### config.mk
export PLATFORM = sky130hd
export DESIGN_NAME = psb_skid_flat
export DESIGN_NICKNAME = d
export VERILOG_FILES = /design/src/rtl/core/psb_pkg.sv /design/src/rtl/core/psb_out_if.sv /design/src/rtl/core/psb_skid.sv /design/src/flat_wrapper.sv
export SDC_FILE = /design/constraint.sdc
export NUM_CORES = 1
export LEC_CHECK = 0
export BUFFER_PORTS_ARGS = -buffer_cell sky130_fd_sc_hd__buf_2
export CELL_PAD_IN_SITES_DETAIL_PLACEMENT = 2
export CELL_PAD_IN_SITES_GLOBAL_PLACEMENT = 2
export CORE_MARGIN = 3
export CORE_UTILIZATION = 35
export CTS_CLUSTER_DIAMETER = 40
export CTS_CLUSTER_SIZE = 20
export DETAILED_ROUTE_END_ITERATION = 8
export GPL_TIMING_DRIVEN = 1
export PLACE_DENSITY_LB_ADDON = 0.3
export RECOVER_POWER = 100
export SETUP_SLACK_MARGIN = 0.3
export SLEW_MARGIN = 0
export SYNTH_ARGS = -nofsm -noshare
export SYNTH_HDL_FRONTEND = slang
export SYNTH_SLANG_ARGS = --single-unit
### constraint.sdc
create_clock -name i_clk -period 3.4 [get_ports i_clk]
set_clock_uncertainty 0.2 [all_clocks]
set_input_delay 0.17 -clock i_clk [delete_from_list [all_inputs] [get_ports i_clk]]
set_output_delay 0.17 -clock i_clk [all_outputs]
set_load 0.01 [all_outputs]
### src/rtl/core/psb_pkg.sv
// Shared types and constants for the paced parallel byte streamer.
// No dependencies; imported by both interfaces and by every module of the block but psb_ram.
package psb_pkg;

    localparam int PSB_QUEUE_DEPTH = 1024;

    localparam int PSB_PERIOD_W = 30;
    localparam int PSB_PINS_W   = 4;
    localparam int PSB_BYTE_W   = 8;
    localparam int PSB_FILL_W   = 10;
    localparam int PSB_CFG_W    = PSB_PERIOD_W;
    localparam int PSB_CFG_IDX_W = 1;

    localparam logic [PSB_PERIOD_W-1:0] PSB_PERIOD_RST = PSB_PERIOD_W'(1000000);

    // register indexes of the config port
    localparam logic [PSB_CFG_IDX_W-1:0] CFG_SAMPLE_PERIOD = 1'b0;
    localparam logic [PSB_CFG_IDX_W-1:0] CFG_NUM_PINS      = 1'b1;

    // request codes
    localparam logic REQ_WRITE = 1'b0;
    localparam logic REQ_TICK  = 1'b1;

    typedef struct packed {
        logic [PSB_BYTE_W-1:0] pin_levels;
        logic                  sample_strobe;
        logic                  write_accepted;
        logic                  writer_held;
        logic [PSB_FILL_W-1:0] fill_count;
    } t_rsp;

endpackage

### src/rtl/core/psb_out_if.sv
// Result channel: valid/ready handshake carrying one result word.
// Depends on psb_pkg for field widths.
interface psb_out_if import psb_pkg::*; ();
    logic                  valid;
    logic                  ready;
    logic [PSB_BYTE_W-1:0] pin_levels;
    logic                  sample_strobe;
    logic                  write_accepted;
    logic                  writer_held;
    logic [PSB_FILL_W-1:0] fill_count;

    modport source (output valid, output pin_levels, output sample_strobe,
                    output write_accepted, output writer_held, output fill_count,
                    input ready);
    modport sink   (input valid, input pin_levels, input sample_strobe,
                    input write_accepted, input writer_held, input fill_count,
                    output ready);
endinterface

### src/rtl/core/psb_skid.sv
// Two-word output buffer: main register plus skid register.
// Depends on psb_pkg (t_rsp) and psb_out_if.
module psb_skid import psb_pkg::*; (
    input  logic     i_clk,
    input  logic     i_rst_n,
    input  logic     i_valid,
    output logic     o_ready,
    input  t_rsp     i_data,
    psb_out_if.source o_out
);

    logic r_main_v, n_main_v;
    logic r_skid_v, n_skid_v;
    t_rsp r_main, n_main;
    t_rsp r_skid, n_skid;
    logic pop;

    assign o_ready = !r_skid_v;
    assign pop     = r_main_v && o_out.ready;

    always_comb begin
        n_main_v = r_main_v;
        n_skid_v = r_skid_v;
        n_main   = r_main;
        n_skid   = r_skid;
        if (r_skid_v) begin
            if (pop) begin
                n_main   = r_skid;
                n_skid_v = 1'b0;
            end
        end else if (i_valid) begin
            if (!r_main_v || pop) begin
                n_main   = i_data;
                n_main_v = 1'b1;
            end else begin
                n_skid   = i_data;
                n_skid_v = 1'b1;
            end
        end else if (pop) begin
            n_main_v = 1'b0;
        end
    end

    always_ff @(posedge i_clk) begin
        if (!i_rst_n) begin
            r_main_v <= 1'b0;
            r_skid_v <= 1'b0;
        end else begin
            r_main_v <= n_main_v;
            r_skid_v <= n_skid_v;
        end
        r_main <= n_main;
        r_skid <= n_skid;
    end

    assign o_out.valid          = r_main_v;
    assign o_out.pin_levels     = r_main.pin_levels;
    assign o_out.sample_strobe  = r_main.sample_strobe;
    assign o_out.write_accepted = r_main.write_accepted;
    assign o_out.writer_held    = r_main.writer_held;
    assign o_out.fill_count     = r_main.fill_count;

endmodule

### src/flat_wrapper.sv
// flat-port wrapper written by rule: the top's interface ports become plain ports
module psb_skid_flat import psb_pkg::*;
  (i_clk, i_rst_n, i_valid, o_ready, i_data, o_out_valid, o_out_pin_levels, o_out_sample_strobe, o_out_write_accepted, o_out_writer_held, o_out_fill_count, o_out_ready);
  psb_out_if o_out_i ();
  input  logic i_clk;
  input  logic i_rst_n;
  input  logic i_valid;
  output logic o_ready;
  input  t_rsp i_data;
  output wire logic [$bits(o_out_i.valid)-1:0] o_out_valid;
  output wire logic [$bits(o_out_i.pin_levels)-1:0] o_out_pin_levels;
  output wire logic [$bits(o_out_i.sample_strobe)-1:0] o_out_sample_strobe;
  output wire logic [$bits(o_out_i.write_accepted)-1:0] o_out_write_accepted;
  output wire logic [$bits(o_out_i.writer_held)-1:0] o_out_writer_held;
  output wire logic [$bits(o_out_i.fill_count)-1:0] o_out_fill_count;
  input wire logic [$bits(o_out_i.ready)-1:0] o_out_ready;
  assign o_out_valid = o_out_i.valid;
  assign o_out_pin_levels = o_out_i.pin_levels;
  assign o_out_sample_strobe = o_out_i.sample_strobe;
  assign o_out_write_accepted = o_out_i.write_accepted;
  assign o_out_writer_held = o_out_i.writer_held;
  assign o_out_fill_count = o_out_i.fill_count;
  assign o_out_i.ready = o_out_ready;
  psb_skid u_core (.i_clk(i_clk), .i_rst_n(i_rst_n), .i_valid(i_valid), .o_ready(o_ready), .i_data(i_data), .o_out(o_out_i));
endmodule
# Word level (Yosys, flattened, before mapping)

Cells that the tools add are included.
W data, S select, Z words.

RAM bits: 0
Memories: 0
Bits in read-only memories: 0
Word-level logic and storage cells: 37
Flip-flop bits (word level): 44
Latch bits: 0

Multiply operators: 0
Bitwise gates (word level): 2
Mux-type cells: 11
Shift-type cells: 0
Reduce and logical (&&, ||, !) cells: 10
Order comparisons: 0
Add/sub/neg operators: 0
Eq/ne operators: 2
Divide/modulo/power cells: 0

Operator list:

| kind                 | number |
|---|---|
| $mux W21             | 4 |
| $reduce_and A3 Y1    | 3 |
| $mux W1              | 7 |
| $reduce_bool A2 Y1   | 3 |
| $logic_not A1 Y1     | 2 |
| $ne A2 B1 Y1 const B | 1 |
| $ne A2 B2 Y1 const B | 1 |
| $not A1 Y1           | 2 |
| $logic_and A1 B1 Y1  | 1 |
| $logic_or A1 B1 Y1   | 1 |

# Depth between registers and ports, before layout

Gate-level depths: netlist of run 1.

Word-level depth: 5
Gate-level depth with buffers: 4
Gate-level depth less buffers: 2

# Least setup slack after synthesis of run 1

OpenSTA, ideal clock, no wires.

Kind: register to register
From: register u_core.r_skid_v
To: register u_core.r_main (netlist bit u_core.o_out.fill_count[0]), enable pin
Stages on the path, launching flop included: 5
Arrival: 1.746 ns
Setup slack: 1.048 ns
Library setup time: 0.406 ns
Data required time: 2.794 ns
Clock period less this slack: 2.352 ns
Cell sequence: dfxtp_1 > buf_6 > buf_12 > mux2i_1 > a21oi_1

Cells in the longest elaborated chain, start to end: 2
Elaborated cells between the ends (all ways): 4

RTL lines:

| item                                                                | line           | source |
|---|---|---|
| start: declaration                                                  | psb_skid.sv:13 | `logic r_skid_v, n_skid_v;` |
| start signal: assignment                                            | psb_skid.sv:50 | `r_skid_v <= n_skid_v;` |
| $ne A2 B2 Y1 (no line) / $reduce_bool A2 Y1 (equally long branches) | -              |  |
| $reduce_and A3 Y1 (no line) *                                       | -              |  |
| end signal: assignment                                              | psb_skid.sv:52 | `r_main <= n_main;` |
| end: declaration                                                    | psb_skid.sv:14 | `t_rsp r_main, n_main;` |

Every way passes the cells marked *; elsewhere a longest branch is shown, timed or not.
A chain may end at the register's enable or synchronous reset.

# Final worst setup path of run 1

From: register u_core.r_skid_v
To: register u_core.r_main (netlist bit u_core.o_out.pin_levels[0]), enable pin

The elaborated chain is that of the path after synthesis.

==> metrics.md, run 1 <==
| Metric | Value |
|---|---|
| Starting Density | `about 38%` |
| ANT nets after route | `0` |
| Rows | `24` |
| Synth-to-layout area growth | `30.46%` |
| Syn nets | `around 110` |
| GR Util All Layers | `14.57%` |
| Synthesized cell area | `0.001725 mm2` |
| Fraction of layout cells with a size suffix above 1 | `a little under an eighth` |
| # IOs | `between 40 and 50` |
| # diodes | `0` |
| Total power | `1.155 mW` |
| Leak | `0.7615 nW` |
| Setup bufs post-CTS | `0` |
| Ys Warns | `0` |
| Vias in the first global route | `roughly 1.2k` |
| DR WL/cell | `17.68 um` |
| Clk buf depth | `2` |
| Buffers added on ports | `47` |
| Hold Violations, Final | `0` |
| Worst vdd ir | `0.3101 mV` |
| Met3 WL post-DR | `221 um` |
| Outcome | `completed` |
| Initial antenna violation count | `0` |
| Clock sink total | `44` |
| Placed cell count | `approximately 190` |
| Core ar. | `0.004564 mm2` |
| Period utilization | `63.44%` |
| Max-cap violations | `0` |
| Via/cell ratio | `4.462` |
| Finished Layout Cells | `~230` |
| R2R setup slack | `1.24 ns` |
| Fmax | `0.4636 GHz` |
| DR pass1 iterations | `3` |
| DRT iter0 DRCs | `43` |
| Layout Nets | `between 150 and 200` |
| Crit path kind | `reg2reg` |
| Synth Instances | `80` |
| Hold Crit Class | `reg2reg` |
| Max_slew headroom | `33.57%` |
| Root buffer cell | `clkbuf_8` |
| Top routing layer in use | `met4` |
| Metal2 WL | `2133 um` |
| Via count | `1004` |
| Crit Path Max Fanout | `26` |
| Total grt overflow | `0` |
| Wire length of the first global-routing pass | `6430 um` |
| Final wirelength | `about 4000 um` |
| Req. time, crit path | `3.13 ns` |
| Htree depth | `2` |
| Clock latency on the worst-skew pair | `a little under 0.3 ns` |
| TritonCTS clock tree | `built` |
| DR DRC count | `0` |
| Final setup fails | `0` |
| Data arrival, critical path | `about 1.9 ns` |
| Setup crit start kind | `flop` |
| Tightest Pin Transition | `0.9965 ns` |
| Setup tns final | `0 ns` |
| Largest net degree at the start of global routing | `27` |
| RSZ-0062 raised after global routing | `no` |
| Element type at the critical path end | `flop` |
| CTS Buf Count | `5` |
| Seq cells post-synth | `44` |
| Register area share after synthesis | `75.42%` |
| Die H | `76.21 um` |
| RePlAce Congestion | `approximately 0.63` |
| Reg clk slew, reported paths | `0.08 ns` |
| Die Width | `76.21 um` |
| Tmin final | `2.157 ns` |
| Distinct cells, synth | `15` |
| Post-Route M1 WL | `1608 um` |
| Max Slew Vio Count | `0` |
| Full die area | `just under 0.006 mm2` |
| Syn Area/Cell | `between 20 and 25 um2` |
| Pwr dens | `between 500 and 600 mW/mm2` |
-- routing by layer --
layer	vias up	global-route usage, %
met5	-	0
met4	0	4.348
met3	2	4.255
met2	36	26.98
met1	498	15.99
li1	468	-
-- cell usage after synthesis --
cell type | count | share of area (%)
inv_1 | 3 | 0.65
mux2_4 | 17 | 15
edfxtp_1 | 42 | 73
o21ai_0 | 1 | 0.29
buf_6 | 1 | 0.65
nand3b_1 | 1 | 0.44
a211oi_1 | 1 | 0.44
a21oi_1 | 2 | 0.58
dfxtp_1 | 2 | 2.3
nand2_1 | 1 | 0.22
mux2i_1 | 1 | 0.58
and2b_2 | 1 | 0.51
buf_12 | 2 | 2.3
and4_1 | 1 | 0.51
mux2_2 | 4 | 2.6
-- timing repair --
| item | in CTS | in global routing |
|---|---|---|
| endpoints found under the hold margin | 35 | 0 |
| hold buffers | 25 | 0 |
| resized for setup | 0 | 0 |
-- metrics by stage --
stage / utilization [%] / hold slack (ns) / setup slack (ns) / cell area (um2)
floorplan: - / 0.06717 / 1.048 / 1725
detailed placement: 44.19 / 0.1633 / 1.186 / 2017
global route: 49.31 / 0.3750 / 1.054 / 2251
finish: 49.31 / 0.3375 / 1.243 / 2251
global placement: 44.19 / 0.1646 / 1.375 / 2017
CTS: 52.03 / 0.3428 / 1.180 / 2375
-- sequential cells by signal (all words and copies together) (netlist names) --
register	cells
u_core.o_out.write_accepted	1
u_core.o_out.fill_count	10
u_core.o_out.valid	1
u_core.r_skid	21
u_core.o_out.pin_levels	8
u_core.o_out.sample_strobe	1
u_core.r_skid_v	1
u_core.o_out.writer_held	1
-- cells by family after synthesis --
logic type / after synthesis / synth area share (%)
mux: 22 / 17.98
simple gates: 4 / 1.668
buf+inv: 6 / 3.626
compound gates: 4 / 1.305
flops: 44 / 75.42
-- worst max-delay path, stage by stage (launching register included) --
cell	delay, ns
dfxtp_1	0.33
buf_4	0.33
mux2i_1	0.14
a21oi_1	0.18
clkbuf_1	0.61
-- cell usage in the layout, fill, tap and decap left out --
| cell type | count |
|---|---|
| clkbuf_1 | 45 |
| edfxtp_1 | 42 |
| dlygate4sd3_1 | 25 |
| mux2_1 | 16 |
| clkbuf_8 | 5 |
| buf_2 | 5 |
| mux2_2 | 4 |
| inv_1 | 3 |
| a21oi_1 | 2 |
| dfxtp_1 | 2 |
| mux2_4 | 1 |
| and4_1 | 1 |
| mux2i_1 | 1 |
| a211oi_1 | 1 |
| and2b_2 | 1 |
| nand2_1 | 1 |
| nand3b_1 | 1 |
| o21ai_0 | 1 |
| bufinv_16 | 1 |
| clkinv_2 | 1 |
| buf_4 | 1 |
-- report_power, final --
group | leakage (nW) | total [mW] | switching, mW | internal (mW)
Combinational | 0.296 | 0.122 | 0.0667 | 0.0553
Sequential | 0.410 | 0.643 | 0.0107 | 0.633
Clock | 0.0552 | 0.390 | 0.172 | 0.218
Total | 0.762 | 1.16 | 0.249 | 0.906
-- cell type report --
| class | count | area, um2 |
|---|---|---|
| clock buffer | 6 | 72.57 |
| tap | 65 | 81.33 |
| clock inverter | 2 | 35.03 |
| sequential | 44 | 1301 |
| multi-input combinational | 30 | 301.5 |
| fill | 483 | 2313 |
| timing repair buffer | 75 | 447.9 |
| inverter | 3 | 11.26 |
-- path summary, 6_finish.rpt --
path	from	end	cells past startpoint
worst min register to register	u_core.r_skid[9]	u_core.o_out.fill_count[9]	1
worst min-delay path	u_core.r_skid[9]	u_core.o_out.fill_count[9]	1
worst max-delay path	u_core.r_skid_v	u_core.o_out.pin_levels[0]	4
worst max register to register	u_core.r_skid_v	u_core.o_out.pin_levels[0]	4
(Power assumes the default switching activity.)
==> run 2: changes to the inputs <==
- ABC_AREA: unset -> 1
- CORE_UTILIZATION: 35 -> 33
- clock period: 3.4 -> 2.1 ns (I/O delays scaled with it)
==> run 2 against run 1 <==
Against the previous run:
- combinational power up 74%
- via count increased by 21%
- global-route usage grew 1.1 points
==> metrics.md, run 2 <==
| Metric | Value |
|---|---|
| Starting Density | `35.12%` |
| Setup bufs post-CTS | `0` |
| Max-cap violations | `0` |
| Via count | `roughly 1.2k` |
| Ys Warns | `0` |
| Seq cells post-synth | `44` |
| Tmin final | `1.713 ns` |
| Fraction of layout cells with a size suffix above 1 | `a little under a tenth` |
| Max reg flops | `21` |
| Area of the multi-input gates | `315.3 um2` |
| DR DRC count | `0` |
| Hold Crit Start | `i_valid` |
| Root buffer cell | `clkbuf_8` |
| Top post-synthesis cells by count | `nand2_1, edfxtp_1, nand2_2, nor2_1, inv_1` |
| Placed Area | `0.002024 mm2` |
| Hold Path End | `u_core.o_out.valid` |
| Core ar. | `0.004848 mm2` |
| Register area | `about 0.0013 mm2` |
| Full die area | `roughly 0.0061 mm2` |
| Area share of the largest cell type after synthesis | `74.06%` |
| Most frequent cells in the layout | `nand2_1, clkbuf_1, edfxtp_1` |
| Register area share after synthesis | `76.41%` |
| Hold Crit Class | `in2reg` |
| Largest net degree at the start of global routing | `23` |
| Register name with the most flops | `u_core.r_skid` |
| Synth Instances | `about 130` |
| Primary FF master, synth | `edfxtp_1` |
| R2R depth | `5` |
| Crit Path Max Fanout | `22` |
| Layout Nets | `233` |
| Top cells by area, synth | `edfxtp_1, nand2_1, nand2_2` |
| Final instance area | `0.002291 mm2` |
| Htree depth | `2` |
| Hold path depth | `5` |
| RSZ-0062 raised after global routing | `no` |
| GR Util All Layers | `between 15 and 20%` |
| Max Slew Vio Count | `0` |
| Setup tns final | `0 ns` |
| DRT iter0 DRCs | `54` |
| WHS | `0.01319 ns` |
| Syn Area/Cell | `13.00 um2` |
| Total grt overflow | `0` |
| Pwr dens | `817.4 mW/mm2` |
| Hold Violations, Final | `0` |
| Via/cell ratio | `4.406` |
| Clock latency on the worst-skew pair | `0.28 ns` |
| Die Width | `77.84 um` |
| Synth-to-layout area growth | `34.53%` |
| Most frequent cell after synthesis | `nand2_1` |
| DR pass1 iterations | `4` |
| Finished Layout Cells | `276` |
| Initial antenna violation count | `0` |
| Req. time, crit path | `about 1.8 ns` |
| TritonCTS clock tree | `built` |
| Placed cell count | `245` |
| Max_slew headroom | `62.85%` |
| Dpl hpwl | `a little under 3000 um` |
| Most common cell after layout, fill and taps aside | `nand2_1` |
| Wire length of the first global-routing pass | `7217 um` |
| R2R setup slack | `0.42 ns` |
| Clk buf depth | `2` |
| Clock sink total | `44` |
| Leading area contributor after synthesis | `edfxtp_1` |
| ANT nets after route | `0` |
| Buffers added on ports | `47` |
| RePlAce Congestion | `0.7112` |
| Reg clk slew, reported paths | `0.08 ns` |
| Worst vdd ir | `0.2913 mV` |
| Number of enable flip-flop cells after synthesis | `42` |
| Data arrival, critical path | `1.41 ns` |
| Setup crit start kind | `flop` |
| Element type at the critical path end | `primary output` |
| Rows | `25` |
| Fillers | `527` |
| # IOs | `48` |
| Worst R2R End | `u_core.o_out.fill_count[4]` |
| Syn nets | `156` |
| Distinct cells, synth | `12` |
| # diodes | `0` |
| Final wirelength | `between 4000 and 5000 um` |
| Period utilization | `81.58%` |
| Vias in the first global route | `approximately 1.4k` |
| Leak | `0.8832 nW` |
| Fmax | `just under 0.6 GHz` |
| CTS Buf Count | `5` |
| Outcome | `completed` |
| Die H | `a little under 80 um` |
| FFs w/ async S/R, synth | `0%` |
| DR WL/cell | `between 15 and 20 um` |
| Final setup fails | `0` |
| Tightest Pin Transition | `0.5572 ns` |
| Synthesized cell area | `0.001703 mm2` |
| Crit path kind | `reg2out` |
| Reg-to-Reg Start | `u_core.r_skid_v` |
-- run 2: report_power, final --
group | internal, mW | leakage (nW) | total, mW | switching (mW)
sequential | 1.03 | 0.412 | 1.04 | 0.0162
clock | 0.347 | 0.0532 | 0.620 | 0.273
combinational | 0.0826 | 0.418 | 0.212 | 0.129
-- run 2: kinds of logic after synthesis --
| kind of cell | count (synthesis) | share of synthesized area, % |
|---|---|---|
| AND/OR/NAND/NOR | 76 | 18.30 |
| flip-flops | 44 | 76.41 |
| buffers and inverters | 10 | 4.996 |
| AO/OA/AOI/OAI | 1 | 0.2936 |
-- run 2: routing by layer --
metal | vias to the layer above | global-route usage (%) | share of wire, % | routed length [um]
met5 | - | 0 | 0 | 0
met4 | 0 | 4.804 | 1.2 | 51
met3 | 6 | 3.480 | 3.8 | 165
met2 | 30 | 30.39 | 59 | 2542
met1 | 595 | 16.39 | 36 | 1578
li1 | 585 | - | - | -
-- run 2: worst max-delay path, stage by stage (launching register included) --
cell and delay (ns):
dfxtp_1 0.38, inv_6 0.07, clkbuf_2 0.46, clkbuf_1 0.21
-- run 2: repair_timing --
item / CTS / global route
gates resized for setup: 0 / 1
endpoints found under the setup margin: 0 / 21
endpoints found under the hold margin: 44 / 0
hold buffers: 23 / 0
-- run 2: final cells by class --
cell class / count / area share (%)
timing repair buffer: 75 / 20.10
sequential: 44 / 56.80
inverter: 5 / 1.038
multi-input combinational: 77 / 13.76
clock inverter: 3 / 1.638
clock buffer: 5 / 3.004
tap: 67 / 3.659
-- run 2: metrics by stage --
step	utilization, %	power [mW]	worst slack (ns)
4_1_cts	48.70	1.909	0.3478
3_5_place_dp	41.75	1.261	0.3830
6_report	47.25	1.873	0.3869
3_3_place_gp	41.75	1.244	0.5100
2_1_floorplan	-	1.162	0.3313
5_1_grt	47.25	1.952	0.3003
-- run 2: worst max-delay path by stage --
stage / startpoint / endpoint / cells past startpoint
3_3_place_gp: u_core.r_skid_v / u_core.o_out.fill_count[3] / 5
6_report: u_core.r_skid_v / o_ready / 3
5_1_grt: u_core.r_skid_v / o_ready / 3
4_1_cts: u_core.r_skid_v / u_core.o_out.fill_count[6] / 5
3_5_place_dp: u_core.r_skid_v / u_core.o_out.pin_levels[3] / 5
2_1_floorplan: u_core.r_skid_v / u_core.o_out.fill_count[0] / 5
==> run 3: changes to the inputs <==
- CORE_UTILIZATION: 33 -> 30
- clock period: 2.1 -> 1.4 ns (I/O delays scaled with it)
==> run 3 against run 2 <==
Against the previous run:
- the flow now finishes with violations (setup timing)
- die area grew 9.2%
- global-route usage shrank 0.21 points
- flip-flop and latch count unchanged
- power up 54%
- highest routed layer unchanged
- cell area is 21% higher
- sequential power is 51% higher
- clock power rose by 26%
- register-to-register slack lost 0.51 ns
==> metrics.md, run 3 (same netlist as run 2, synthesis figures left out) <==
| Metric | Value |
|---|---|
| GR Util All Layers | `15.42%` |
| Worst R2R End | `u_core.r_skid[0]` |
| Area of the multi-input gates | `about 450 um2` |
| Placed Area | `0.002058 mm2` |
| Core ar. | `0.005303 mm2` |
| Layout Nets | `~250` |
| RSZ-0062 raised after global routing | `yes` |
| # IOs | `48` |
| Rows | `26` |
| DR WL/cell | `21.50 um` |
| Register name with the most flops | `u_core.r_skid` |
| Most frequent cells in the layout | `edfxtp_1, nand2_1, nand2_2` |
| Max_slew headroom | `between 80% and 90%` |
| Crit path kind | `reg2reg` |
| Req. time, crit path | `1.23 ns` |
| Buffers added on ports | `47` |
| Final Util | `52.08%` |
| Hold path depth | `5` |
| Via/cell ratio | `~4.6` |
| Clock latency on the worst-skew pair | `0.30 ns` |
| Hold Violations, Final | `0` |
| Outcome | `finished, violations left` |
| Pwr dens | `roughly 1000 mW/mm2` |
| ANT nets after route | `0` |
| Fillers | `526` |
| Largest net degree at the start of global routing | `23` |
| Tmin final | `between 1 and 1.5 ns` |
| Period utilization | `106.6%` |
| Total grt overflow | `0` |
| Setup crit start kind | `flop` |
| Vias in the first global route | `1447` |
| TritonCTS clock tree | `built` |
| DRT iter0 DRCs | `59` |
| Max Slew Vio Count | `0` |
| Reg-to-Reg Start | `u_core.r_skid_v` |
| Leak | `about 1.2 nW` |
| Die Width | `81.34 um` |
| R2R depth | `4` |
| Wire length of the first global-routing pass | `7320 um` |
| Clock sink total | `44` |
| Setup WS post-layout | `-0.09304 ns` |
| Fraction of layout cells with a size suffix above 1 | `43.30%` |
| Htree depth | `2` |
| Hold Crit Class | `in2reg` |
| Max-cap violations | `0` |
| R2R setup slack | `-0.09 ns` |
| Tightest Pin Transition | `0.1918 ns` |
| RePlAce Congestion | `0.7179` |
| Dpl hpwl | `2779 um` |
| Register area | `roughly 0.0013 mm2` |
| Setup tns final | `-2.076 ns` |
| DP Worst Slack | `-0.02460 ns` |
| Hold Path End | `u_core.o_out.valid` |
| Final instance area | `~0.0028 mm2` |
| # diodes | `0` |
| Initial antenna violation count | `0` |
| Crit Path Max Fanout | `5` |
| Failing checks | `setup timing` |
| Via count | `1340` |
| Starting Density | `32.11%` |
| Worst vdd ir | `between 0.7 and 0.8 mV` |
| Element type at the critical path end | `flop` |
| Clk buf depth | `2` |
| Root buffer cell | `clkbuf_8` |
| Reg clk slew, reported paths | `roughly 0.080 ns` |
| Full die area | `0.006616 mm2` |
| Hold Crit Start | `i_valid` |
| Die H | `a little over 80 um` |
| Data arrival, critical path | `1.32 ns` |
| DR pass1 iterations | `4` |
| CTS Buf Count | `5` |
| Fmax | `0.6698 GHz` |
| Most common cell after layout, fill and taps aside | `edfxtp_1` |
| Final setup fails | `42` |
| Max reg flops | `21` |
| Synth-to-layout area growth | `62.16%` |
| DR DRC count | `0` |
| Final wirelength | `around 6300 um` |
-- run 3: changes by cell type in the layout (fill, tap and decap cells not counted), moves of 5 or more --
cell	previous run	this run
buf_6	1	6
nand2_2	5	28
buf_2	2	24
buf_12	1	6
nand2_1	65	33
nand2_4	0	9
clkbuf_16	0	5
clkbuf_1	45	22
-- run 3: cell type report --
class / instances / share of cell area [%]
timing repair buffer: 90 / 29.27
tap: 70 / 3.172
multi-input combinational: 77 / 16.31
sequential: 44 / 47.39
clock inverter: 1 / 0.1359
inverter: 5 / 0.9515
clock buffer: 7 / 2.764
-- run 3: what timing repair did --
action | in CTS | in global routing
gates resized for setup | 48 | 7
buffers inserted | 4 | 4
gates cloned | 1 | 6
hold buffers | 23 | 0
endpoints found under the hold margin | 44 | 0
pin swaps | 9 | 3
endpoints found under the setup margin | 70 | 82
-- run 3: report_power, final --
| group | total [mW] | switching, mW | internal (mW) |
|---|---|---|---|
| sequential | 1.57 | 0.0356 | 1.54 |
| clock | 0.784 | 0.436 | 0.348 |
| combinational | 0.531 | 0.266 | 0.266 |
| total | 2.89 | 0.737 | 2.15 |
-- run 3: worst max-delay path by stage --
stage / start / to / slack (ns) / cells after the start
5_1_grt: u_core.r_skid_v / u_core.r_skid[0] / -0.12 / 4
2_1_floorplan: u_core.o_out.valid / u_core.r_skid[0] / -0.20 / 2
3_3_place_gp: u_core.o_out.valid / u_core.o_out.pin_levels[5] / 0.04 / 5
6_report: u_core.r_skid_v / u_core.r_skid[0] / -0.09 / 4
3_5_place_dp: u_core.o_out.valid / u_core.o_out.fill_count[4] / -0.02 / 5
4_1_cts: u_core.r_skid_v / u_core.o_out.fill_count[1] / 0.008 / 6
-- run 3: per-stage QoR --
step                      std cells  power (mW)  hold slack (ns)
after floorplan                 131       1.750         -0.03113
after global placement          248       1.881          0.06525
after detailed placement        248       1.903          0.06417
after CTS                       284       2.799         -0.02131
after global routing            294       3.009          0.03800
final                           294       2.889          0.02239
-- run 3: per-layer routing --
layer | share of wire (%) | vias to the layer above | track usage (%) | wire length, um
li1 | - | 615 | - | -
met1 | 35 | 668 | 15.78 | 2214
met2 | 59 | 45 | 29.97 | 3707
met3 | 4.3 | 12 | 4.213 | 273
met4 | 2.0 | 0 | 4.561 | 125
met5 | 0 | - | 0 | 0
-- run 3: critical path: stages, from the launching register on --
cell and delay (ns):
dfxtp_4 0.38, buf_6 0.15, nor3_4 0.17, buf_12 0.16, clkbuf_16 0.14
